<file path="src/design/qslerp_pkg.sv">
// shared types, constants and the arctangent table for the quaternion slerp core
`default_nettype none
package qslerp_pkg;
   localparam int CORDIC_STEPS_DEFAULT = 16;
   localparam int COMP_W      = 16;
   localparam int TAR_W       = 17;
   localparam int FACTOR_W    = 17;
   localparam int THRESH_W    = 15;
   localparam int CSR_INDEX_W = 1;
   localparam int C_W         = 30;
   localparam int SQRT_W      = 61;
   localparam int SQRT_BITS   = 31;
   localparam int CXY_W       = 34;
   localparam int CZ_W        = 35;
   localparam int DEN_W       = 32;
   localparam int DIV_W       = 61;
   localparam int QUO_BITS    = 33;
   localparam int COEF_W      = 33;

   localparam logic [CSR_INDEX_W-1:0] REG_BLEND_FACTOR   = 1'd0;
   localparam logic [CSR_INDEX_W-1:0] REG_LERP_THRESHOLD = 1'd1;
   localparam logic [FACTOR_W-1:0]    FACTOR_ONE         = 17'd65536;
   localparam logic [THRESH_W-1:0]    THRESH_RESET       = 15'd33;

   typedef enum logic [1:0] {
      PATH_COPY   = 2'd0,
      PATH_LINEAR = 2'd1,
      PATH_SPHERE = 2'd2
   } path_type;

   typedef logic signed [COMP_W-1:0] comp_type;
   typedef logic signed [TAR_W-1:0]  tar_type;

   typedef struct packed {
      comp_type [3:0] src;
      tar_type [3:0]  tar;
      path_type       path;
      logic           sph_coef;
      logic           last;
   } side_type;

   // round(atan(2^-i) * 2^30)
   function automatic logic [CZ_W-1:0] atan_entry(input int idx);
      logic [CZ_W-1:0] v;
      case (idx)
         0:  v = 35'd843314857;
         1:  v = 35'd497837829;
         2:  v = 35'd263043837;
         3:  v = 35'd133525159;
         4:  v = 35'd67021687;
         5:  v = 35'd33543516;
         6:  v = 35'd16775851;
         7:  v = 35'd8388437;
         8:  v = 35'd4194283;
         9:  v = 35'd2097149;
         10: v = 35'd1048576;
         11: v = 35'd524288;
         12: v = 35'd262144;
         13: v = 35'd131072;
         14: v = 35'd65536;
         15: v = 35'd32768;
         16: v = 35'd16384;
         17: v = 35'd8192;
         18: v = 35'd4096;
         19: v = 35'd2048;
         20: v = 35'd1024;
         21: v = 35'd512;
         22: v = 35'd256;
         23: v = 35'd128;
         default: v = '0;
      endcase
      return v;
   endfunction
endpackage
`default_nettype wire

</file>
<file path="src/design/qslerp_div_cell.sv">
// one quotient bit of the two-lane restoring divider
`default_nettype none
module qslerp_div_cell #(
   parameter int BIT_POS = 0
) (
   input  logic                               clock,
   input  logic                               reset,
   input  logic                               en,
   input  logic                               prev_valid,
   input  qslerp_pkg::side_type               prev_side,
   input  logic [qslerp_pkg::DEN_W-1:0]       prev_den,
   input  logic [qslerp_pkg::DIV_W-1:0]       prev_rem [2],
   input  logic [qslerp_pkg::QUO_BITS-1:0]    prev_quo [2],
   input  logic [1:0]                         prev_neg,
   input  logic [1:0]                         prev_ovf,
   output logic                               cell_valid,
   output qslerp_pkg::side_type               cell_side,
   output logic [qslerp_pkg::DEN_W-1:0]       cell_den,
   output logic [qslerp_pkg::DIV_W-1:0]       cell_rem [2],
   output logic [qslerp_pkg::QUO_BITS-1:0]    cell_quo [2],
   output logic [1:0]                         cell_neg,
   output logic [1:0]                         cell_ovf
);
   import qslerp_pkg::*;

   localparam int SH_W = DEN_W + QUO_BITS - 1;
   localparam logic [QUO_BITS-1:0] QUO_BIT = {{(QUO_BITS-1){1'b0}}, 1'b1} << BIT_POS;

   logic                valid_ff;
   side_type            side_ff;
   logic [DEN_W-1:0]    den_ff;
   logic [DIV_W-1:0]    rem_ff [2];
   logic [DIV_W-1:0]    rem_in [2];
   logic [QUO_BITS-1:0] quo_ff [2];
   logic [QUO_BITS-1:0] quo_in [2];
   logic [1:0]          neg_ff, ovf_ff;
   logic [SH_W-1:0]     shifted;

   always_comb begin
      shifted = {{(SH_W-DEN_W){1'b0}}, prev_den} << BIT_POS;
      for (int l = 0; l < 2; l++) begin
         if ({{(SH_W-DIV_W){1'b0}}, prev_rem[l]} >= shifted) begin
            rem_in[l] = prev_rem[l] - shifted[DIV_W-1:0];
            quo_in[l] = prev_quo[l] | QUO_BIT;
         end else begin
            rem_in[l] = prev_rem[l];
            quo_in[l] = prev_quo[l];
         end
      end
   end

   always_ff @(posedge clock) begin
      if (reset) begin
         valid_ff <= 1'b0;
      end else if (en) begin
         valid_ff <= prev_valid;
      end
   end

   always_ff @(posedge clock) begin
      if (en) begin
         side_ff <= prev_side;
         den_ff  <= prev_den;
         rem_ff  <= rem_in;
         quo_ff  <= quo_in;
         neg_ff  <= prev_neg;
         ovf_ff  <= prev_ovf;
      end
   end

   assign cell_valid = valid_ff;
   assign cell_side  = side_ff;
   assign cell_den   = den_ff;
   assign cell_rem   = rem_ff;
   assign cell_quo   = quo_ff;
   assign cell_neg   = neg_ff;
   assign cell_ovf   = ovf_ff;
endmodule
`default_nettype wire

</file>
<file path="config.mk">
export PLATFORM = sky130hd
export DESIGN_NAME = qslerp_div_cell
export DESIGN_NICKNAME = d
export VERILOG_FILES = /design/src/design/qslerp_pkg.sv /design/src/design/qslerp_div_cell.sv
export SDC_FILE = /design/constraint.sdc
export NUM_CORES = 1
export LEC_CHECK = 0
export BUFFER_PORTS_ARGS = -buffer_cell sky130_fd_sc_hd__buf_2
export CAP_MARGIN = 15
export CORE_AREA = 10 10 273 275
export CTS_CLUSTER_SIZE = 30
export DETAILED_ROUTE_END_ITERATION = 6
export DIE_AREA = 0 0 283 285
export GPL_TIMING_DRIVEN = 0
export MAX_ROUTING_LAYER = met4
export SETUP_SLACK_MARGIN = 0.02
export SLEW_MARGIN = 20
export SYNTH_ARGS = -nofsm -noshare
export SYNTH_HDL_FRONTEND = slang
export SYNTH_SLANG_ARGS = --single-unit
</file>
<file path="constraint.sdc">
create_clock -name clock -period 3.59 [get_ports clock]
set_input_delay 0.718 -clock clock [delete_from_list [all_inputs] [get_ports clock]]
set_output_delay 0.718 -clock clock [all_outputs]
set_load 0.01 [all_outputs]
</file>
==> results.tsv <==
metric	value	unit
status	finished, final reports clean	
Pre-antenna DRT Iters	5	
Hold EP	cell_valid$_SDFFE_PP0P_	
synthesized instance count	1347	
dpl hpwl	72770	um
Max Fanout on Critical Path	5	
DR iter-0 viols	1148	
syn nets	1777	
CTS tree	built	
GRT Total Usage	20.84	%
clock power share	36.9	%
Max VDD drop	0.0003458	V
first-pass GRT wire length	117800	um
Final Hold Violating Endpoints	0	
non-filler cells, final	3137	
Max Clock Freq	0.2891	GHz
Nets	2555	
DR vias/cell	4.766	
Int Power	8.339	mW
grt met1 use	23.64	%
PwrDens	489.6	nW/um2
Mapped Avg Cell Area	12.72	um2
placed cell count	3012	
CP delay by family, top	compound AO/OA/AOI/OAI gates	
WS Path Type	primary input to flop	
Post-Syn Area	17130	um2
crit-path max cell delay	0.84	ns
Post-DRT Antenna Nets	0	
Initial Utilization	24.72	%
HP Start	reset	
busiest grt layer	met2	
clk sink count	361	
Primary FF master, synth	edfxtp_1	
Hold Path Depth	2	
share of the synthesized area in the top cell type	63.11	%
Worst path slowest cell	a211oi_1	
I/O Buffers	721	
WL/cell	27.19	um
post-synthesis sequential area ratio	63.22	%
CP Capture Type	flop	
initial antenna violation count	78	
synth unique cells	75	
drc violations	0	
layout cells sized above 1	40.12	%
count of final setup violators	0	
CP Launch Type	primary input	
Crit path arrival time	3.76	ns
CTS clk-pin slew, worst paths	0.06	ns
Post-synth EDFFs	360	
most common cell after layout, fill and taps aside	buf_2	
Critical path buffers and inverters	2	
clock buffer depth	3	
final hold slack	0.2941	ns
Yosys reg bits	361	
total number of vias	14950	
met2 Use GR	34.14	%
vias in the first global route	15190	
I/O Pins	725	
Area growth syn-to-layout	39.08	%
switching pwr	3.325	mW
synth warn	0	
combinational share of power	18.4	%
r2r setup slk	3.00	ns
Max Slew Vio Count	0	
sequential share of power	44.8	%
Core Footprint	69300	um2
Clock Latency Late Sink	0.57	ns
H-tree depth	2	
Tmin final	3.459	ns
cell mode on critical path	o211ai_1	
worst clock skew	0	ns
global-route congestion overflow total	0	
max cap viols	0	
worst-case reg-to-reg path depth	2	
Die H	285	um
FP Rows	97	
clock buffer count from CTS	45	
M3 GR Usage	7.651	%
largest net degree at the start of global routing	113	
Synth area leaders	edfxtp_1, ha_1, xnor2_1	
die area	80660	um2
Clock Tree Root	clkbuf_16	
Leakage	9.725	nW
Synth async-reset ratio	0	%
Hold Buf Count CTS	0	
relative slew slack	34.35	%
CP cell instances	buf_2 > inv_1 > ha_1 > o211ai_1 > a21oi_1 > o211ai_1 > o21ai_1 > a211oi_1 > o21bai_1 > xnor2_1 > o21ai_0	
r2r endpoint	cell_valid$_SDFFE_PP0P_	
Hold Path Class	primary input to flop	
area leader, netlist	edfxtp_1	
switching part of the total	28.50	%
worst-margin pin slew	0.9789	ns
RSZ-0062 raised after global routing	yes	
commonest non-fill, non-tap cells in the layout	buf_2, edfxtp_1, nand2_1, o21ai_0, nor2_1	
placer congestion estimate	0.9052	
fin crit share	96.35	%
Req. time, crit path	3.89	ns
Reg2Reg Launch Point	cell_valid$_SDFFE_PP0P_	
die span in x	283	um
final WL	85290	um
==> Yosys cell counts (all sizes together), types with 10 or more instances <==
library cell / number
o21bai: 16
clkbuf: 31
ha: 64
a21o: 30
and3: 10
nor3: 33
or4: 14
o211ai: 12
edfxtp: 360
xnor2: 58
a21oi: 66
and2: 10
nor2: 70
nand2b: 13
or3: 16
nor4: 30
o21ai: 94
nand2: 121
a31oi: 14
nand3: 31
xor2: 56
inv: 53
nand4: 23
==> per-layer routing <==
| layer | routed length [um] | vias up |
|---|---|---|
| li1 | - | 6757 |
| met1 | 33410 | 7274 |
| met2 | 40930 | 758 |
| met3 | 8273 | 163 |
| met4 | 2682 | 0 |
| met5 | 0 | - |
==> worst max path at each step <==
stage                             from                      end  cells after the start
after floorplan           prev_rem[97]  cell_rem[110]$_DFFE_PP_                      8
after global placement              en  cell_valid$_SDFFE_PP0P_                      3
after detailed placement   prev_den[6]   cell_rem[27]$_DFFE_PP_                     12
after CTS                 prev_den[31]  cell_rem[113]$_DFFE_PP_                     12
after global routing      prev_den[13]  cell_rem[104]$_DFFE_PP_                     12
final                      prev_den[3]   cell_rem[26]$_DFFE_PP_                     11
==> timing repair <==
action	4_1_cts	5_1_grt
pin swaps	3	5
resized for setup	20	37
endpoints found under the setup margin	104	80
buffers inserted	5	4
==> cell type report <==
class                   count  area, um2
plain buffers              35      165.2
fillers                  7019      45470
clock inverters            29      215.2
multi-input cells         895       6172
flip-flops and latches    361      10830
repair buffers            734       3796
diodes                     36      90.09
inverters                  53      198.9
well taps                 940       1176
clock buffers              54       1181
==> flip-flops by register name, summed over array words and instances, names as in the netlist <==
signal,flops
cell_side,136
cell_rem,122
cell_quo,66
cell_den,32
cell_neg,2
cell_ovf,2
cell_valid,1
==> stage by stage <==
step / setup TNS [ns] / power, mW / utilization, % / setup WS, ns / instance area [um2]
CTS: 0 / 11.82 / 34.01 / 0.02654 / 23570
floorplan: 0 / 6.243 / - / 0.03968 / 17130
finish: 0 / 11.66 / 34.38 / 0.1310 / 23830
global placement: -1389.21 / 7.442 / 31.63 / -3.749 / 21920
global route: -0.004373 / 12.19 / 34.36 / -0.004373 / 23810
detailed placement: -100.84 / 7.428 / 31.80 / -1.182 / 22040
==> power groups by stage <==
stage               registers (mW)  clock network [mW]  logic [mW]
floorplan                     5.53                   0       0.713
CTS                           5.23                4.45        2.14
global route                  5.26                4.61        2.33
finish                        5.22                4.30        2.14
detailed placement            5.31                   0        2.12
global placement              5.35                   0        2.10
==> cells by family after synthesis <==
family                     count (synthesis)  share of synthesized area [%]
DFF                                      361                          63.22
adders and majority gates                 66                          4.908
muxes                                      4                         0.2556
xor gates and xnor gates                 114                          5.829
and+or+nand+nor                          408                          12.34
AOI/OAI and AO/OA                        303                          11.37
buffers and inverters                     91                          2.074
Note: power is estimated with default switching activity, not from simulation.
