File: src/design/qslerp_pkg.sv
// shared types, constants and the arctangent table for the quaternion slerp core
`default_nettype none
package qslerp_pkg;
   localparam int CORDIC_STEPS_DEFAULT = 16;
   localparam int COMP_W      = 16;
   localparam int TAR_W       = 17;
   localparam int FACTOR_W    = 17;
   localparam int THRESH_W    = 15;
   localparam int CSR_INDEX_W = 1;
   localparam int C_W         = 30;
   localparam int SQRT_W      = 61;
   localparam int SQRT_BITS   = 31;
   localparam int CXY_W       = 34;
   localparam int CZ_W        = 35;
   localparam int DEN_W       = 32;
   localparam int DIV_W       = 61;
   localparam int QUO_BITS    = 33;
   localparam int COEF_W      = 33;

   localparam logic [CSR_INDEX_W-1:0] REG_BLEND_FACTOR   = 1'd0;
   localparam logic [CSR_INDEX_W-1:0] REG_LERP_THRESHOLD = 1'd1;
   localparam logic [FACTOR_W-1:0]    FACTOR_ONE         = 17'd65536;
   localparam logic [THRESH_W-1:0]    THRESH_RESET       = 15'd33;

   typedef enum logic [1:0] {
      PATH_COPY   = 2'd0,
      PATH_LINEAR = 2'd1,
      PATH_SPHERE = 2'd2
   } path_type;

   typedef logic signed [COMP_W-1:0] comp_type;
   typedef logic signed [TAR_W-1:0]  tar_type;

   typedef struct packed {
      comp_type [3:0] src;
      tar_type [3:0]  tar;
      path_type       path;
      logic           sph_coef;
      logic           last;
   } side_type;

   // round(atan(2^-i) * 2^30)
   function automatic logic [CZ_W-1:0] atan_entry(input int idx);
      logic [CZ_W-1:0] v;
      case (idx)
         0:  v = 35'd843314857;
         1:  v = 35'd497837829;
         2:  v = 35'd263043837;
         3:  v = 35'd133525159;
         4:  v = 35'd67021687;
         5:  v = 35'd33543516;
         6:  v = 35'd16775851;
         7:  v = 35'd8388437;
         8:  v = 35'd4194283;
         9:  v = 35'd2097149;
         10: v = 35'd1048576;
         11: v = 35'd524288;
         12: v = 35'd262144;
         13: v = 35'd131072;
         14: v = 35'd65536;
         15: v = 35'd32768;
         16: v = 35'd16384;
         17: v = 35'd8192;
         18: v = 35'd4096;
         19: v = 35'd2048;
         20: v = 35'd1024;
         21: v = 35'd512;
         22: v = 35'd256;
         23: v = 35'd128;
         default: v = '0;
      endcase
      return v;
   endfunction
endpackage
`default_nettype wire

File: src/design/qslerp_sqrt_cell.sv
// one result bit of the pipelined integer square root
`default_nettype none
module qslerp_sqrt_cell #(
   parameter int BIT_POS = 0
) (
   input  logic                             clock,
   input  logic                             reset,
   input  logic                             en,
   input  logic                             prev_valid,
   input  qslerp_pkg::side_type             prev_side,
   input  logic [qslerp_pkg::C_W-1:0]       prev_c,
   input  logic [qslerp_pkg::SQRT_W-1:0]    prev_rem,
   input  logic [qslerp_pkg::SQRT_W-1:0]    prev_root,
   output logic                             cell_valid,
   output qslerp_pkg::side_type             cell_side,
   output logic [qslerp_pkg::C_W-1:0]       cell_c,
   output logic [qslerp_pkg::SQRT_W-1:0]    cell_rem,
   output logic [qslerp_pkg::SQRT_W-1:0]    cell_root
);
   import qslerp_pkg::*;

   localparam logic [SQRT_W:0] BIT_VAL = {{SQRT_W{1'b0}}, 1'b1} << (2 * BIT_POS);

   logic                valid_ff;
   side_type            side_ff;
   logic [C_W-1:0]      c_ff;
   logic [SQRT_W-1:0]   rem_ff, rem_in;
   logic [SQRT_W-1:0]   root_ff, root_in;
   logic [SQRT_W:0]     trial;

   always_comb begin
      trial = {1'b0, prev_root} + BIT_VAL;
      if ({1'b0, prev_rem} >= trial) begin
         rem_in  = prev_rem - trial[SQRT_W-1:0];
         root_in = (prev_root >> 1) + BIT_VAL[SQRT_W-1:0];
      end else begin
         rem_in  = prev_rem;
         root_in = prev_root >> 1;
      end
   end

   always_ff @(posedge clock) begin
      if (reset) begin
         valid_ff <= 1'b0;
      end else if (en) begin
         valid_ff <= prev_valid;
      end
   end

   always_ff @(posedge clock) begin
      if (en) begin
         side_ff <= prev_side;
         c_ff    <= prev_c;
         rem_ff  <= rem_in;
         root_ff <= root_in;
      end
   end

   assign cell_valid = valid_ff;
   assign cell_side  = side_ff;
   assign cell_c     = c_ff;
   assign cell_rem   = rem_ff;
   assign cell_root  = root_ff;
endmodule
`default_nettype wire

File: config.mk
export PLATFORM = sky130hd
export DESIGN_NAME = qslerp_sqrt_cell
export DESIGN_NICKNAME = d
export VERILOG_FILES = /design/src/design/qslerp_pkg.sv /design/src/design/qslerp_sqrt_cell.sv
export SDC_FILE = /design/constraint.sdc
export NUM_CORES = 1
export LEC_CHECK = 0
export BUFFER_PORTS_ARGS = -buffer_cell sky130_fd_sc_hd__buf_2
export CORE_ASPECT_RATIO = 1.25
export CORE_MARGIN = 1.5
export CORE_UTILIZATION = 30
export DETAILED_ROUTE_END_ITERATION = 7
export GPL_TIMING_DRIVEN = 0
export MAX_ROUTING_LAYER = met4
export PLACE_DENSITY = 0.55
export SLEW_MARGIN = 20
export SYNTH_ARGS = -nofsm -noshare
export SYNTH_HDL_FRONTEND = slang
export SYNTH_SLANG_ARGS = --single-unit
File: constraint.sdc
create_clock -name clock -period 5.85 [get_ports clock]
set_input_delay 0.585 -clock clock [delete_from_list [all_inputs] [get_ports clock]]
set_output_delay 0.585 -clock clock [all_outputs]
set_load 0.02 [all_outputs]
==> key figures, run 1 <==
Outcome
  – Outcome: completed

Floorplan
  – Die H: between 200 and 300 um
  – Io pins: 581
  – Effective utilization at floorplan: 0.305
  – Die Width: 206 um
  – Die ar.: 0.0529 mm2
  – FP Rows: slightly above 90
  – Core Region: ~0.051 mm2

Global route
  – Routing usage on met1: 0.284
  – Vias in the first global route: about 14000
  – Met2 GRT Util: 0.450
  – Largest net degree at the start of global routing: 99
  – Grt ovf: 0
  – Initial antenna violation count: 50
  – Global routing's busiest layer: met2
  – GR Util met3: 0.0615
  – Total GRT Usage: 0.262
  – First-pass GRT wire length: 95600 um

Worst setup path
  – Worst-path maximum fanout: 10
  – CP Data Required Time: slightly above 6 ns
  – Setup slack, reg-to-reg: about 5.2 ns
  – WP data arrival: 6.09 ns
  – Worst setup EP type: register
  – CP Class: input port to register
  – Crit path launch type: input port

Yosys
  – Area fraction in compound gates after synthesis: 0.109
  – Area share of the largest cell type after synthesis: 0.560
  – Fraction of the mapped netlist area in adder cells: 0.0523
  – Post-synth EDFFs: ~290
  – Synth Register Bits: 289
  – Sequential fraction of the synthesis area: 0.561
  – Ys flop type: edfxtp_1
  – Synth warn: 0
  – Post-Synth Simple-Gate Area: 0.146
  – Synth Net Count: 1724
  – Mapped Cells: 1368
  – Mean Syn Cell Area: 11.3 um2
  – Mux contribution to synthesized area: 0.00502
  – Netlist cell types: 59
  – Area share of xor/xnor cells in the synthesized design: 0.0992
  – Asr flop ratio synth: 0
  – Synth area leader: edfxtp_1
  – Combinational family with the most area after synthesis: simple AND/OR/NAND/NOR gates
  – Mapped cell area: 0.0155 mm2
  – Largest cells by area after synthesis: edfxtp_1 (56%), xor2_1 (5.6%), ha_1 (5.1%)

Timing
  – Least-Margin Pin Slew: approximately 0.97 ns
  – Fin crit share: 0.997
  – RSZ-0062 raised after global routing: true
  – Slack of the critical path: 0.0204 ns
  – Clock skew: 0 ns
  – Hold Fails Final Rpt: 0
  – Max-slew headroom: 0.348
  – Final setup viols: 0
  – Fmax: 172 MHz
  – Total negative slack: 0 ns
  – Minimum clock period: 5.83 ns
  – Max-slew violation count: 0
  – Hold WS: 0.196 ns

Placement
  – Post-Place Worst Slack: -2.31 ns
  – Final HPWL DP: 57300 um
  – IO buf count: approximately 570
  – GPL Wtd Cong: 0.925

Power
  – Worst VDD drop: 0.154 mV
  – P_leak: 0.00859 uW
  – Total chip power: 6210 uW
  – Power density cells: 298 mW/mm2

Finish
  – Utilization after layout: 0.411
  – Final nets: 2330
  – Area Overhead vs Synth: 34.7%
  – Share of layout cells above drive strength 1: 0.357

Route
  – DRT Pass-1 Iters: 6
  – Final WL: 69400 um
  – Iter 0 DRT Violations: 824
  – Routed length per instance: 25.8 um
  – Number of remaining DRC errors: 0
  – Remaining antenna violation count after routing: 0
  – Vias per inst: between 5 and 6
  – Via Count: about 14000

Clocking
  – Clock sinks: between 200 and 300
  – Worst skew pair latency: 0.54 ns
  – Hold buffer count at cts: 0
  – Clock tree from TritonCTS: done
  – H-Tree Depth: 2
  – CTS clk-pin slew, worst paths: 0.06 ns
  – CTS buffer count: 34
  – Maximum buffer depth of the clock tree: 3
  – Root buffer cell: clkbuf_16

Min path
  – Hold Path Class: input port to register

Run
  – Max-cap viol count: 0
-- cells in the mapped netlist, types with 2 or more instances --
library cell,number
nor4_1,25
o31ai_1,6
o41ai_1,2
and3_1,27
buf_6,10
buf_1,3
a31o_2,2
ha_1,63
or3_1,4
o21a_1,7
o31a_1,2
mux2_2,6
a21oi_1,74
buf_4,3
a221oi_1,4
and4_1,6
xor2_1,99
a21o_1,40
xnor2_1,76
and2_1,5
nor2_1,71
o21ai_1,47
edfxtp_1,288
a21boi_0,3
buf_2,6
a311oi_1,2
nor2b_1,6
o21ai_0,47
a31oi_1,4
or2_2,6
nor3_1,51
nand2b_1,4
a211oi_1,7
clkbuf_1,39
o21bai_1,20
nand4_1,48
nand2_1,172
nand3_1,37
o2111ai_1,2
inv_1,24
o211ai_1,2
-- registers in the layout (all words and copies together), names as in the netlist --
name and flops:
cell_side 136, cell_valid 1, cell_c 30, cell_root 61, cell_rem 61
-- power breakdown --
| group | leakage (uW) | internal (uW) | switching, uW |
|---|---|---|---|
| registers | 0.00282 | 2510 | 68.9 |
| logic | 0.00522 | 486 | 959 |
| clock network | 0.000546 | 1290 | 892 |
-- critical path, cell delays in order --
cell and delay, ns:
buf_2 0.09, clkbuf_1 0.70, inv_1 0.44, or3_1 0.48, xor2_1 0.16, ha_1 0.27
clkbuf_1 0.26, a211oi_1 0.16, o21bai_1 0.18, a31oi_1 0.10, o21bai_1 0.43, a211o_1 0.30
a211oi_4 0.08, buf_4 0.19, o31a_1 0.34, or2_2 0.36, buf_8 0.18, buf_6 0.16
nor4_1 0.45, xor2_1 0.17
-- placed cells by master (no fill, tap or decap), drive strengths merged, types with 40 or more instances in the layout --
master  instances
buf           599
edfxtp        288
nand2         172
xor2           99
o21ai          94
xnor2          76
clkbuf         75
a21oi          74
nor2           71
ha             63
nor3           51
nand4          48
a21o           40
-- repair_timing --
action | 4_1_cts | 5_1_grt
endpoints found under the setup margin | 122 | 115
gates resized for setup | 39 | 37
endpoints found under the hold margin | 0 | 0
gates cloned | 0 | 0
pin swaps | 6 | 6
setup buffers | 4 | 2
-- routing by layer --
layer / wire length (um) / up-vias / part of all wire
li1: - / 6335 / -
met1: 26000 / 6692 / 0.37
met2: 35200 / 628 / 0.51
met3: 5360 / 129 / 0.077
met4: 2850 / 0 / 0.041
met5: 0 / - / 0
-- kinds of logic (layout without fill, tap and decap cells) --
| logic type | count (synthesis) | after routing |
|---|---|---|
| xor gates and xnor gates | 175 | 175 |
| DFF | 289 | 289 |
| buffers and inverters | 86 | 715 |
| muxes | 7 | 7 |
| and+or+nand+nor | 470 | 470 |
| adders and majority gates | 64 | 64 |
| other | 0 | 34 |
| AOI/OAI and AO/OA | 277 | 277 |
-- per-stage QoR --
step / std cells / area [um2]
after floorplan: 1368 / 15500
after global placement: 2594 / 19100
after detailed placement: 2597 / 19200
after CTS: 2654 / 20500
after global routing: 2683 / 20800
final: 2689 / 20800
-- worst paths after layout --
check	depth (start not counted)	from	endpoint
max	20	prev_root[0]	cell_root[44]$_DFFE_PP_
min	2	reset	cell_valid$_SDFFE_PP0P_
max reg2reg	2	cell_valid$_SDFFE_PP0P_	cell_valid$_SDFFE_PP0P_
min reg2reg	2	cell_valid$_SDFFE_PP0P_	cell_valid$_SDFFE_PP0P_
-- area by class of cell --
cell class | count | area [um2]
timing repair buffer | 577 | 2980
antenna | 34 | 85.1
tap | 658 | 823
fill | 5108 | 29800
multi-input combinational | 993 | 6720
sequential | 289 | 8670
clock buffer | 42 | 912
clock inverter | 17 | 211
inverter | 24 | 90.1
buffer | 55 | 323
No activity file was read; power rests on OpenSTA's default activity.
==> inputs of run 2 (changes only) <==
Settings changed: SETUP_SLACK_MARGIN from default to 0.2.
==> run 2 against run 1 <==
Critical path depth grew 2. Sequential share of layout area shrank 0.41 points. Total power grew 0.22%. Largest cell class unchanged. Maximum frequency grew 5.7%. Sequential power is essentially flat. Clock power is essentially flat. Die area is the same. Non-clock buffer count grew 11. Sequential cell count is the same. Via count shrank 0.35%. Wire length shrank 0.13%. Register-to-register slack is essentially flat.
==> key figures, run 2 (synthesized netlist as in run 1, its figures left out) <==
Timing
  – Minimum clock period: 5.52 ns (-0.314 ns)
  – Total negative slack: 0 ns (unchanged)
  – Clock skew: 0 ns (unchanged)
  – Slack of the critical path: 0.334 ns (+0.314 ns)
  – Hold Fails Final Rpt: 0 (unchanged)
  – Hold WS: 0.193 ns (-0.00272 ns)
  – Fmax: 181 MHz (+5.7%)
  – RSZ-0062 raised after global routing: false
  – Fin crit share: 0.943 (-0.0537)
  – Max-slew headroom: 0.276 (-0.0724)
  – Final setup viols: 0 (unchanged)
  – Max-slew violation count: 0 (unchanged)
  – Least-Margin Pin Slew: 1.09 ns (+0.119 ns)

Worst setup path
  – Most frequent CP cell: or3_4
  – Worst setup EP type: register
  – WP data arrival: 5.88 ns (-0.21 ns)
  – CP Buf/Inv Count: 5 (-2)
  – CP peak stage delay: 0.45 ns (-0.25 ns)
  – Worst path cell trace: clkbuf_4 > and4_4 > nand4_1 > or3_4 > or3_4 > nand2b_4 > or2_0 > buf_2 > xor2_1 > ha_1 > nand2_1 > o21a_1 > or2_2 > nand3_2 > a211oi_4 > buf_4 > o31a_1 > or2_4 > buf_8 > buf_12 > nor4_4 > xor2_2
  – Crit path launch type: input port
  – CP Class: input port to register
  – Cell type group with the largest total delay on the critical path: simple AND/OR/NAND/NOR gates
  – CP Data Required Time: 6.21 ns (+0.10 ns)
  – Slowest CP cell: or3_4
  – Worst-path maximum fanout: 10 (unchanged)

Finish
  – Max FFs per register: 136 (unchanged)
  – Final nets: 2341 (+0.47%)
  – Fillers: 5093 (-0.29%)
  – Share of layout cells above drive strength 1: 0.370 (+0.0130)
  – Most common cell after layout, fill and taps aside: buf_2
  – Most frequent cells in the layout: buf_2 (571), edfxtp_1 (288), nand2_1 (168), xor2_1 (94), xnor2_1 (76)
  – Reg area: 0.00867 mm2 (unchanged)
  – Area Overhead vs Synth: 36.0%
  – Multi-input combinational cell area: 0.00683 mm2 (+1.7%)
  – Final Instance Area: 0.0210 mm2 (+1.0%)

Route
  – Number of remaining DRC errors: 0 (unchanged)
  – Vias per inst: 5.10 (-0.42%)
  – Remaining antenna violation count after routing: 0 (unchanged)
  – Routed length per instance: 25.8 um (-0.21%)
  – Iter 0 DRT Violations: 746 (-9.5%)
  – DRT Pass-1 Iters: 5 (-1)
  – Final WL: 69300 um (-0.13%)
  – Via Count: 13736 (-0.35%)

Global route
  – Grt ovf: 0 (unchanged)
  – First-pass GRT wire length: 96100 um (+0.62%)
  – Total GRT Usage: 0.262 (+0.000515)
  – Largest net degree at the start of global routing: 99 (unchanged)
  – Vias in the first global route: 14008 (+0.48%)
  – Initial antenna violation count: 45 (-10%)

Clocking
  – Worst skew pair latency: 0.54 ns (about the same)
  – Hold buffer count at cts: 0 (unchanged)
  – H-Tree Depth: 2 (unchanged)
  – Maximum buffer depth of the clock tree: 3 (unchanged)
  – Root buffer cell: clkbuf_16
  – CTS clk-pin slew, worst paths: 0.06 ns (about the same)
  – Clock sinks: 289 (unchanged)
  – CTS buffer count: 34 (unchanged)
  – Clock tree from TritonCTS: done

Placement
  – Placed inst area: 0.0192 mm2 (unchanged)
  – GPL Wtd Cong: 0.925 (unchanged)
  – Post-Place Worst Slack: -2.31 ns (unchanged)
  – IO buf count: 568 (unchanged)
  – Final HPWL DP: 57300 um (unchanged)

Floorplan
  – FP Rows: 92 (unchanged)
  – Die H: 257 um (unchanged)
  – Die ar.: 0.0529 mm2 (unchanged)
  – Io pins: 581 (unchanged)
  – Die Width: 206 um (unchanged)
  – Core Region: 0.0506 mm2 (unchanged)
  – Effective utilization at floorplan: 0.305 (unchanged)

Min path
  – Hold Path Class: input port to register

Power
  – Switching pwr: 1930 uW (+0.45%)
  – Switching part of the total: 0.310 (+0.000689)
  – P_leak: 0.00871 uW (+1.4%)
  – Clock power frac: 0.351 (about the same)
  – Worst VDD drop: 0.154 mV (+0.50%)
  – Combinational share of power: 0.234 (about the same)
  – P_int: 4290 uW (+0.12%)
  – Power density cells: 296 mW/mm2 (-0.77%)
  – Part of the power in registers: 0.415 (about the same)
  – Total chip power: 6220 uW (+0.22%)

Outcome
  – Outcome: completed

Run
  – Max-cap viol count: 0 (unchanged)
-- run 2: cell types whose count changed in the layout (fill, tap and decap cells not counted), sizes merged --
cell    previous run  this run
diode             34        25
buf              599       603
clkbuf            75        82
-- run 2: worst reg2reg max path: stages (launching register included) --
cell	delay, ns
dfxtp_1	0.31
mux2i_1	0.15
nor2_1	0.06
-- run 2: worst paths after layout --
kind | from | to | slack, ns | depth (start not counted)
setup reg to reg | cell_valid$_SDFFE_PP0P_ | cell_valid$_SDFFE_PP0P_ | 5.23 | 2
hold / removal | reset | cell_valid$_SDFFE_PP0P_ | 0.19 | 2
setup / recovery | prev_root[5] | cell_root[29]$_DFFE_PP_ | 0.33 | 22
hold reg to reg | cell_valid$_SDFFE_PP0P_ | cell_valid$_SDFFE_PP0P_ | 0.52 | 2
-- run 2: metal layers --
| layer | track usage | share of wire | wire, um |
|---|---|---|---|
| met1 | 0.288 | 0.37 | 26000 |
| met2 | 0.460 | 0.51 | 35500 |
| met3 | 0.0563 | 0.076 | 5260 |
| met4 | 0.0988 | 0.037 | 2550 |
| met5 | - | 0 | 0 |
-- run 2: layout make-up --
cell class | instances | area share
flip-flops and latches | 289 | 0.412
clock inverters | 17 | 0.0101
repair buffers | 581 | 0.144
plain buffers | 62 | 0.0188
well taps | 658 | 0.0392
clock buffers | 42 | 0.0434
multi-input cells | 993 | 0.325
inverters | 24 | 0.00429
diodes | 25 | 0.00298
-- run 2: what timing repair did --
| item | in CTS | in global routing |
|---|---|---|
| cloned | 0 | 0 |
| pin swaps | 8 | 12 |
| buffers inserted | 6 | 4 |
| endpoints found under the hold margin | 0 | 0 |
| gates resized for setup | 65 | 58 |
| endpoints found under the setup margin | 122 | 116 |
-- run 2: stage by stage --
step	utilization	instances
after detailed placement	0.379	2597
after CTS	0.409	2662
after floorplan	-	1368
after global placement	0.377	2594
after global routing	0.415	2690
final	0.415	2691
-- run 2: power groups by stage --
stage          registers (uW)  clock network, uW  logic (uW)
6_report                 2580               2180        1460
5_1_grt                  2600               2310        1570
4_1_cts                  2580               2240        1440
3_5_place_dp             2620                  0        1410
3_3_place_gp             2640                  0        1400
2_1_floorplan            2860                  0         540
