**config.mk**
```make
export PLATFORM = sky130hd
export DESIGN_NAME = qslerp_cordic_cell
export DESIGN_NICKNAME = d
export VERILOG_FILES = /design/src/design/qslerp_pkg.sv /design/src/design/qslerp_cordic_cell.sv
export SDC_FILE = /design/constraint.sdc
export NUM_CORES = 1
export LEC_CHECK = 0
export ABC_AREA = 0
export BUFFER_PORTS_ARGS = -buffer_cell sky130_fd_sc_hd__buf_2
export CORE_AREA = 2 2 186 188
export CTS_BUF_LIST = sky130_fd_sc_hd__clkbuf_4
export DETAILED_ROUTE_END_ITERATION = 10
export DIE_AREA = 0 0 188 190
export GPL_TIMING_DRIVEN = 1
export PLACE_DENSITY = 0.71
export SETUP_SLACK_MARGIN = 0.1
export SLEW_MARGIN = 15
export SYNTH_ARGS = -nofsm -noshare
export SYNTH_HDL_FRONTEND = slang
export SYNTH_SLANG_ARGS = --single-unit
export TNS_END_PERCENT = 5
```
**constraint.sdc**
```tcl
create_clock -name clock -period 8.7 [get_ports clock]
set_clock_uncertainty 0.05 [all_clocks]
set_input_delay 1.74 -clock clock [delete_from_list [all_inputs] [get_ports clock]]
set_output_delay 1.74 -clock clock [all_outputs]
set_load 0.03 [all_outputs]
```
**src/design/qslerp_pkg.sv**
```systemverilog
// shared types, constants and the arctangent table for the quaternion slerp core
`default_nettype none
package qslerp_pkg;
   localparam int CORDIC_STEPS_DEFAULT = 16;
   localparam int COMP_W      = 16;
   localparam int TAR_W       = 17;
   localparam int FACTOR_W    = 17;
   localparam int THRESH_W    = 15;
   localparam int CSR_INDEX_W = 1;
   localparam int C_W         = 30;
   localparam int SQRT_W      = 61;
   localparam int SQRT_BITS   = 31;
   localparam int CXY_W       = 34;
   localparam int CZ_W        = 35;
   localparam int DEN_W       = 32;
   localparam int DIV_W       = 61;
   localparam int QUO_BITS    = 33;
   localparam int COEF_W      = 33;

   localparam logic [CSR_INDEX_W-1:0] REG_BLEND_FACTOR   = 1'd0;
   localparam logic [CSR_INDEX_W-1:0] REG_LERP_THRESHOLD = 1'd1;
   localparam logic [FACTOR_W-1:0]    FACTOR_ONE         = 17'd65536;
   localparam logic [THRESH_W-1:0]    THRESH_RESET       = 15'd33;

   typedef enum logic [1:0] {
      PATH_COPY   = 2'd0,
      PATH_LINEAR = 2'd1,
      PATH_SPHERE = 2'd2
   } path_type;

   typedef logic signed [COMP_W-1:0] comp_type;
   typedef logic signed [TAR_W-1:0]  tar_type;

   typedef struct packed {
      comp_type [3:0] src;
      tar_type [3:0]  tar;
      path_type       path;
      logic           sph_coef;
      logic           last;
   } side_type;

   // round(atan(2^-i) * 2^30)
   function automatic logic [CZ_W-1:0] atan_entry(input int idx);
      logic [CZ_W-1:0] v;
      case (idx)
         0:  v = 35'd843314857;
         1:  v = 35'd497837829;
         2:  v = 35'd263043837;
         3:  v = 35'd133525159;
         4:  v = 35'd67021687;
         5:  v = 35'd33543516;
         6:  v = 35'd16775851;
         7:  v = 35'd8388437;
         8:  v = 35'd4194283;
         9:  v = 35'd2097149;
         10: v = 35'd1048576;
         11: v = 35'd524288;
         12: v = 35'd262144;
         13: v = 35'd131072;
         14: v = 35'd65536;
         15: v = 35'd32768;
         16: v = 35'd16384;
         17: v = 35'd8192;
         18: v = 35'd4096;
         19: v = 35'd2048;
         20: v = 35'd1024;
         21: v = 35'd512;
         22: v = 35'd256;
         23: v = 35'd128;
         default: v = '0;
      endcase
      return v;
   endfunction
endpackage
`default_nettype wire

```
**src/design/qslerp_cordic_cell.sv**
```systemverilog
// one micro-rotation of a cordic row, vectoring or rotation, over a few lanes
`default_nettype none
module qslerp_cordic_cell #(
   parameter int STEP      = 0,
   parameter int LANES     = 1,
   parameter bit VECTORING = 1'b0
) (
   input  logic                                clock,
   input  logic                                reset,
   input  logic                                en,
   input  logic                                prev_valid,
   input  qslerp_pkg::side_type                prev_side,
   input  logic signed [qslerp_pkg::CXY_W-1:0] prev_x [LANES],
   input  logic signed [qslerp_pkg::CXY_W-1:0] prev_y [LANES],
   input  logic signed [qslerp_pkg::CZ_W-1:0]  prev_z [LANES],
   output logic                                cell_valid,
   output qslerp_pkg::side_type                cell_side,
   output logic signed [qslerp_pkg::CXY_W-1:0] cell_x [LANES],
   output logic signed [qslerp_pkg::CXY_W-1:0] cell_y [LANES],
   output logic signed [qslerp_pkg::CZ_W-1:0]  cell_z [LANES]
);
   import qslerp_pkg::*;

   localparam logic signed [CZ_W-1:0] ATAN = $signed(atan_entry(STEP));

   logic                    valid_ff;
   side_type                side_ff;
   logic signed [CXY_W-1:0] x_ff [LANES];
   logic signed [CXY_W-1:0] x_in [LANES];
   logic signed [CXY_W-1:0] y_ff [LANES];
   logic signed [CXY_W-1:0] y_in [LANES];
   logic signed [CZ_W-1:0]  z_ff [LANES];
   logic signed [CZ_W-1:0]  z_in [LANES];

   always_comb begin
      for (int l = 0; l < LANES; l++) begin
         // vectoring drives y to zero, rotation drives z to zero
         if (VECTORING ? !prev_y[l][CXY_W-1] : prev_z[l][CZ_W-1]) begin
            x_in[l] = prev_x[l] + (prev_y[l] >>> STEP);
            y_in[l] = prev_y[l] - (prev_x[l] >>> STEP);
            z_in[l] = prev_z[l] + ATAN;
         end else begin
            x_in[l] = prev_x[l] - (prev_y[l] >>> STEP);
            y_in[l] = prev_y[l] + (prev_x[l] >>> STEP);
            z_in[l] = prev_z[l] - ATAN;
         end
      end
   end

   always_ff @(posedge clock) begin
      if (reset) begin
         valid_ff <= 1'b0;
      end else if (en) begin
         valid_ff <= prev_valid;
      end
   end

   always_ff @(posedge clock) begin
      if (en) begin
         side_ff <= prev_side;
         x_ff    <= x_in;
         y_ff    <= y_in;
         z_ff    <= z_in;
      end
   end

   assign cell_valid = valid_ff;
   assign cell_side  = side_ff;
   assign cell_x     = x_ff;
   assign cell_y     = y_ff;
   assign cell_z     = z_ff;
endmodule
`default_nettype wire

```
==> results of run 1 <==
==> worst register-to-register path, stage by stage, from the launching register on <==
cell,delay [ps]
sky130_fd_sc_hd__dfxtp_1,300
sky130_fd_sc_hd__mux2i_1,130
sky130_fd_sc_hd__nor2_1,50
==> how the worst max path moves through the flow <==
stage / endpoint / cells past startpoint / startpoint
final: cell_z[31] / 12 / prev_z[34]
after global routing: cell_z[31] / 12 / prev_z[34]
after CTS: cell_z[31] / 12 / prev_z[34]
after floorplan: cell_z[31] / 14 / prev_z[34]
after global placement: cell_z[31] / 12 / prev_z[34]
after detailed placement: cell_z[31] / 12 / prev_z[34]
==> per-stage QoR <==
stage | utilization | hold WS, ps | total power [mW]
3_3_place_gp | 0.523 | 419 | 2.62
4_1_cts | 0.545 | 447 | 3.54
3_5_place_dp | 0.523 | 432 | 2.63
2_1_floorplan | - | 580 | 2.25
5_1_grt | 0.545 | 482 | 3.70
6_report | 0.546 | 447 | 3.52
==> kinds of logic (layout without fill, tap and decap cells) <==
kind of cell / count (synthesis) / in the layout / synth area share
AOI/OAI and AO/OA: 431 / 431 / 0.196
and+or+nand+nor: 287 / 287 / 0.0964
DFF: 239 / 239 / 0.478
buffers and inverters: 171 / 723 / 0.0488
adders and majority gates: 137 / 137 / 0.116
xor gates and xnor gates: 96 / 96 / 0.0561
muxes: 13 / 13 / 0.00868
other: 0 / 6 / 0
==> final cells by class <==
cell class | count | share of cell area
antenna | 6 | 0.000811
multi-input combinational | 964 | 0.383
sequential | 239 | 0.387
clock buffer | 73 | 0.0296
inverter | 126 | 0.0255
clock inverter | 37 | 0.0103
tap | 455 | 0.0307
timing repair buffer | 487 | 0.133
==> layer usage <==
metal | share of wire | global-route usage
met5 | 0.00081 | 0
met4 | 0.045 | 0.138
met3 | 0.071 | 0.0561
met2 | 0.50 | 0.487
met1 | 0.38 | 0.329
==> sequential cells by signal (all words and copies together), names as in the netlist <==
register and flops:
cell_side 136, cell_z 35, cell_x 34, cell_y 33
cell_valid 1
==> power breakdown <==
| part | switching [mW] | internal, mW | total, mW |
|---|---|---|---|
| Combinational | 0.773 | 0.359 | 1.13 |
| Sequential | 0.0410 | 1.44 | 1.48 |
| Clock | 0.472 | 0.436 | 0.908 |
| Total | 1.29 | 2.23 | 3.52 |
==> cell usage after synthesis, types with 17 or more instances <==
master,count
sky130_fd_sc_hd__a21o_1,40
sky130_fd_sc_hd__a21oi_1,142
sky130_fd_sc_hd__clkbuf_1,17
sky130_fd_sc_hd__edfxtp_1,238
sky130_fd_sc_hd__ha_1,133
sky130_fd_sc_hd__inv_1,117
sky130_fd_sc_hd__nand2_1,50
sky130_fd_sc_hd__nand3_1,23
sky130_fd_sc_hd__nand4_1,20
sky130_fd_sc_hd__nor2_1,97
sky130_fd_sc_hd__nor3_1,23
sky130_fd_sc_hd__o21ai_0,71
sky130_fd_sc_hd__o21bai_1,27
sky130_fd_sc_hd__xnor2_1,84
==> cell usage in the layout, fill, tap and decap left out, types with 6 or more instances in the layout <==
master and count:
sky130_fd_sc_hd__inv_1 116, sky130_fd_sc_hd__diode_2 6, sky130_fd_sc_hd__nor3_1 23, sky130_fd_sc_hd__nor2_1 97
sky130_fd_sc_hd__nand2b_1 14, sky130_fd_sc_hd__xor2_1 12, sky130_fd_sc_hd__a211oi_1 6, sky130_fd_sc_hd__o211ai_1 10
sky130_fd_sc_hd__ha_1 133, sky130_fd_sc_hd__mux2i_1 13, sky130_fd_sc_hd__o31ai_1 7, sky130_fd_sc_hd__a31oi_1 16
sky130_fd_sc_hd__inv_2 7, sky130_fd_sc_hd__a21oi_1 142, sky130_fd_sc_hd__or3_1 6, sky130_fd_sc_hd__nand4_1 20
sky130_fd_sc_hd__and2_1 6, sky130_fd_sc_hd__nor4_1 6, sky130_fd_sc_hd__buf_2 481, sky130_fd_sc_hd__o21ai_1 11
sky130_fd_sc_hd__nand3_1 23, sky130_fd_sc_hd__o21a_1 16, sky130_fd_sc_hd__nand2_1 50, sky130_fd_sc_hd__clkinv_2 10
sky130_fd_sc_hd__o22ai_1 6, sky130_fd_sc_hd__clkbuf_4 73, sky130_fd_sc_hd__o21ai_0 71, sky130_fd_sc_hd__edfxtp_1 238
sky130_fd_sc_hd__o21bai_1 27, sky130_fd_sc_hd__xnor2_1 84, sky130_fd_sc_hd__a21o_1 40, sky130_fd_sc_hd__a22oi_1 7
sky130_fd_sc_hd__nor2b_1 15, sky130_fd_sc_hd__clkinv_1 26
==> flow_metrics.env, run 1 <==
export IMPL_dp_worst_setup_slack_ps=3560
export IMPL_clock_tree_from_tritoncts="yes"
export IMPL_drtAntennaViolNets=0
export IMPL_worst_r2r_setup_slack_ps=8060
export IMPL_synth_seq_cells=239
export IMPL_finalHoldViolCount=0
export IMPL_power_leakage_nw=8.26
export IMPL_synth_top_flop_cell="sky130_fd_sc_hd__edfxtp_1"
export IMPL_timing_final_ws_setup_ps=4250
export IMPL_hold_critical_path_depth=2
export IMPL_area_growth_syn_to_layout_pct=23.5
export IMPL_worst_path_max_fanout=95
export IMPL_totalWireLength_um=51900
export IMPL_dr_total_vias=13084
export IMPL_power_per_cell_area_nw_per_um2=190
export IMPL_rsz0062_at_grt="false"
export IMPL_place_hpwl_um=41700
export IMPL_fmax_mhz=225
export IMPL_chipHeight_um=190
export IMPL_pin_count=483
export IMPL_synth_top_cell_by_area="sky130_fd_sc_hd__edfxtp_1"
export IMPL_timing_rr_end="cell_valid"
export IMPL_timing_critical_path_mode_cell="sky130_fd_sc_hd__a21oi_1"
export IMPL_cells_along_the_critical_path="buf_2, buf_4, ha_1, a21o_1, a21oi_1, a21oi_1, o211ai_2, o211ai_1, a21o_1, a311o_1, a21oi_1, xnor2_1"
export IMPL_route_detailed_drc=0
export IMPL_grtUsageTotal=0.280
export IMPL_worstHoldStart="cell_valid"
export IMPL_synth_seq_area_share=0.478
export IMPL_worstHoldEndpoint="cell_valid"
export IMPL_number_of_h_tree_branching_levels=2
export IMPL_cp_arrival_ps=4850
export IMPL_depth_of_the_worst_register_to_register_path=2
export IMPL_timing_critical_path_max_delay_family="compound AO/OA/AOI/OAI gates"
export IMPL_initial_core_util=0.442
export IMPL_synth_nets=1754
export IMPL_grt_pass1_wl_um=75500
export IMPL_core_area_um2=33900
export IMPL_syn_instance_count=1374
export IMPL_yosys_area_top_type_share=0.477
export IMPL_syn_area_per_cell_um2=10.9
export IMPL_fill_cells=3103
export IMPL_syn_area_um2=15000
export IMPL_pin_slew_with_the_least_headroom_to_its_limit_ps=1120
export IMPL_critPathLaunchType="input port"
export IMPL_share_of_synthesized_flip_flops_with_an_asynchronous_set_or_reset=0
export IMPL_post_place_cells=2271
export IMPL_drtIter0Drc=1209
export IMPL_timing_critical_path_buf_inv=2
export IMPL_antenna_found_initial=12
export IMPL_drt_first_pass_iters=6
export IMPL_timing_final_setup_violations=0
export IMPL_outcome="finished, final reports clean"
export IMPL_timing_critical_path_required_ps=9090
export IMPL_grt_start_max_net_pins=96
export IMPL_synth_warning_count=0
export IMPL_cpPeakStageDelay_ps=790
export IMPL_drive_above_1_share=0.330
export IMPL_critPathCaptureType="flip-flop"
export IMPL_maxCapViolations=0
export IMPL_dieArea_um2=35700
export IMPL_worst_case_headroom_to_the_max_slew_limit=0.254
export IMPL_timing_final_crit_period_ps=4450
export IMPL_setup_tns_ps=0
export IMPL_final_area_um2=18500
export IMPL_cts_inserted_buffers=60
export IMPL_multi_input_area_um2=7100
export IMPL_port_buffer_count=482
export IMPL_ir_drop_mv=0.0922
export IMPL_placement_cell_area_um2=17800
export IMPL_critPathSlowestCell="sky130_fd_sc_hd__buf_4"
export IMPL_detail_route_wl_per_cell_um=21.8
export IMPL_final_period_utilization=0.512
export IMPL_postCtsResizedCells=0
export IMPL_synth_lib_cells_used_distinct=89
export IMPL_ctsLongestPathBuffers=3
export IMPL_register_area_um2=7170
export IMPL_timing_worst_setup_path_type="input port to flip-flop"
export IMPL_post_cts_repair_setup_buffers=0
export IMPL_placement_rows=68
export IMPL_number_of_pins_exceeding_their_max_slew_limit_in_the_final_report=0
export IMPL_worst_r2r_start="cell_valid"
export IMPL_worst_path_clk_slew_ps=60
export IMPL_post_cts_hold_buffer_count=0
export IMPL_final_cells=2387
export IMPL_synth_edf_count=238
export IMPL_detail_route_vias_per_cell=5.48
export IMPL_gp_routability_congestion=0.975
export IMPL_dieWidth_um=188
export IMPL_post_synth_main_area_contributors="sky130_fd_sc_hd__edfxtp_1, sky130_fd_sc_hd__ha_1, sky130_fd_sc_hd__xnor2_1"
export IMPL_clk_latency_ps=740
export IMPL_numClockSinks=239
export IMPL_num_nets_final=2258
export IMPL_grt_overflow_total=0
export IMPL_hold_path_class="flip-flop to flip-flop"
export IMPL_first_global_vias=12742
export IMPL_clock_tree_root_cell="sky130_fd_sc_hd__clkbuf_4"
(Power assumes the default switching activity.)
==> run 2: changes to the inputs <==
--- a/config.mk
+++ b/config.mk
@@ -12,7 +12,7 @@
 export DETAILED_ROUTE_END_ITERATION = 10
 export DIE_AREA = 0 0 188 190
 export GPL_TIMING_DRIVEN = 1
-export PLACE_DENSITY = 0.71
+export PLACE_DENSITY = 0.74
 export SETUP_SLACK_MARGIN = 0.1
 export SLEW_MARGIN = 15
 export SYNTH_ARGS = -nofsm -noshare
==> constraint.sdc (replaced) <==
create_clock -name clock -period 4 [get_ports clock]
set_clock_uncertainty 0.05 [all_clocks]
set_input_delay 0.8 -clock clock [delete_from_list [all_inputs] [get_ports clock]]
set_output_delay 0.8 -clock clock [all_outputs]
set_load 0.03 [all_outputs]
==> run 2 against run 1 <==
Effect of this change: sequential share of layout area down 0.92 points; sequential cell count unchanged; wire length increased by 2.3%; total power rose by 120%; non-clock buffer count grew 54; setup slack worse by 3400 ps; sequential power grew 120%; critical path type unchanged; largest cell class unchanged.
==> flow_metrics.env, run 2 (same netlist as run 1, synthesis figures left out) <==
export IMPL_grt_start_max_net_pins=100
export IMPL_cp_arrival_ps=3570
export IMPL_multi_input_area_um2=7100
export IMPL_drive_above_1_share=0.353
export IMPL_power_leakage_nw=8.53
export IMPL_rsz0062_at_grt="false"
export IMPL_largest_register_ff_count=136
export IMPL_dr_total_vias=13342
export IMPL_antenna_found_initial=11
export IMPL_timing_final_crit_period_ps=3200
export IMPL_gp_routability_congestion=0.942
export IMPL_detail_route_wl_per_cell_um=21.8
export IMPL_ctsLongestPathBuffers=3
export IMPL_grt_pass1_wl_um=77100
export IMPL_hold_path_class="input port to flip-flop"
export IMPL_finalHoldViolCount=0
export IMPL_clock_tree_from_tritoncts="yes"
export IMPL_timing_final_ws_setup_ps=798
export IMPL_drtAntennaViolNets=0
export IMPL_dp_worst_setup_slack_ps=156
export IMPL_pin_slew_with_the_least_headroom_to_its_limit_ps=824
export IMPL_ir_drop_mv=0.224
export IMPL_postCtsResizedCells=0
export IMPL_dieArea_um2=35700
export IMPL_post_cts_repair_setup_buffers=0
export IMPL_final_period_utilization=0.800
export IMPL_clock_tree_root_cell="sky130_fd_sc_hd__clkbuf_4"
export IMPL_layout_commonest_cell="sky130_fd_sc_hd__buf_2"
export IMPL_dieWidth_um=188
export IMPL_layout_common_cells="sky130_fd_sc_hd__buf_2, sky130_fd_sc_hd__edfxtp_1, sky130_fd_sc_hd__a21oi_1"
export IMPL_number_of_pins_exceeding_their_max_slew_limit_in_the_final_report=0
export IMPL_area_growth_syn_to_layout_pct=26.5
export IMPL_p_clk_frac=0.262
export IMPL_number_of_h_tree_branching_levels=2
export IMPL_critPathLaunchType="input port"
export IMPL_grtUsageTotal=0.286
export IMPL_clk_latency_ps=750
export IMPL_worst_path_clk_slew_ps=70
export IMPL_power_net_switching_mw=2.80
export IMPL_core_area_um2=33900
export IMPL_intPower_mw=5.02
export IMPL_placement_rows=68
export IMPL_place_hpwl_um=43400
export IMPL_totalWireLength_um=53100
export IMPL_fmax_mhz=312
export IMPL_drtIter0Drc=1142
export IMPL_post_cts_hold_buffer_count=0
export IMPL_detail_route_vias_per_cell=5.47
export IMPL_fill_cells=3049
export IMPL_numClockSinks=239
export IMPL_critPathCaptureType="flip-flop"
export IMPL_pin_count=483
export IMPL_register_area_um2=7170
export IMPL_power_per_cell_area_nw_per_um2=412
export IMPL_final_area_um2=19000
export IMPL_switching_share=0.358
export IMPL_hold_ws_ps=150
export IMPL_drt_first_pass_iters=8
export IMPL_route_detailed_drc=0
export IMPL_chipHeight_um=190
export IMPL_port_buffer_count=482
export IMPL_worst_path_max_fanout=9
export IMPL_grt_overflow_total=0
export IMPL_placement_cell_area_um2=18200
export IMPL_timing_worst_setup_path_type="input port to flip-flop"
export IMPL_setup_tns_ps=0
export IMPL_maxCapViolations=0
export IMPL_num_nets_final=2311
export IMPL_worst_case_headroom_to_the_max_slew_limit=0.451
export IMPL_first_global_vias=12987
export IMPL_seqPwrFrac=0.413
export IMPL_combinationalPowerShare=0.325
export IMPL_cts_inserted_buffers=59
export IMPL_timing_final_setup_violations=0
export IMPL_timing_critical_path_required_ps=4370
export IMPL_outcome="finished, final reports clean"
export IMPL_initial_core_util=0.442
-- run 2: changes by cell type in the layout (fill, tap and decap cells not counted) --
cell and change:
sky130_fd_sc_hd__inv_6 -1, sky130_fd_sc_hd__clkinv_2 -6, sky130_fd_sc_hd__diode_2 +8, sky130_fd_sc_hd__clkinv_1 -14, sky130_fd_sc_hd__clkbuf_4 +13, sky130_fd_sc_hd__buf_4 +52, sky130_fd_sc_hd__buf_12 +2, sky130_fd_sc_hd__inv_2 -1
-- run 2: layer usage --
metal,track usage,wire length (um),share of wire,vias up
met5,0,14,0.00026,-
met4,0.112,2020,0.038,2
met3,0.0445,3500,0.066,122
met2,0.512,27000,0.51,615
met1,0.346,20600,0.39,6395
li1,-,-,-,6208
-- run 2: final timing paths --
check,from,to,slack (ps),cells past startpoint
max reg2reg,cell_valid,cell_valid,3340,2
min reg2reg,cell_valid,cell_valid,500,2
min,reset,cell_valid,150,2
max,prev_x[14],cell_y[31],800,13
-- run 2: power groups by stage --
stage / logic [mW] / registers [mW] / clock network [mW]
floorplan: 1.03 / 3.86 / 0
global placement: 2.50 / 3.28 / 0
detailed placement: 2.51 / 3.28 / 0
CTS: 2.52 / 3.23 / 2.10
global route: 2.70 / 3.25 / 2.20
finish: 2.54 / 3.23 / 2.05
-- run 2: area by class of cell --
type / count / share of cell area
Clock inverter: 15 / 0.00508
Antenna cell: 14 / 0.00185
Timing Repair Buffer: 541 / 0.152
Multi-Input combinational cell: 964 / 0.374
Tap cell: 455 / 0.0300
Clock buffer: 86 / 0.0340
Sequential cell: 239 / 0.378
Inverter: 126 / 0.0249
-- run 2: per-stage QoR --
stage	utilization	total power [mW]	instances
2_1_floorplan	-	4.89	1374
3_3_place_gp	0.536	5.78	2325
3_5_place_dp	0.536	5.79	2325
4_1_cts	0.558	7.86	2426
5_1_grt	0.558	8.15	2432
6_report	0.559	7.82	2440
-- run 2: critical path, stage by stage --
cell                        delay (ps)
sky130_fd_sc_hd__buf_2             100
sky130_fd_sc_hd__inv_1              40
sky130_fd_sc_hd__ha_1              460
sky130_fd_sc_hd__a21oi_4           210
sky130_fd_sc_hd__o21ai_2           100
sky130_fd_sc_hd__a31o_4            270
sky130_fd_sc_hd__a2111oi_4         380
sky130_fd_sc_hd__o21bai_1          130
sky130_fd_sc_hd__a221oi_2          560
sky130_fd_sc_hd__buf_4             210
sky130_fd_sc_hd__o211ai_1           80
sky130_fd_sc_hd__o21ai_1           130
sky130_fd_sc_hd__xnor2_1            90
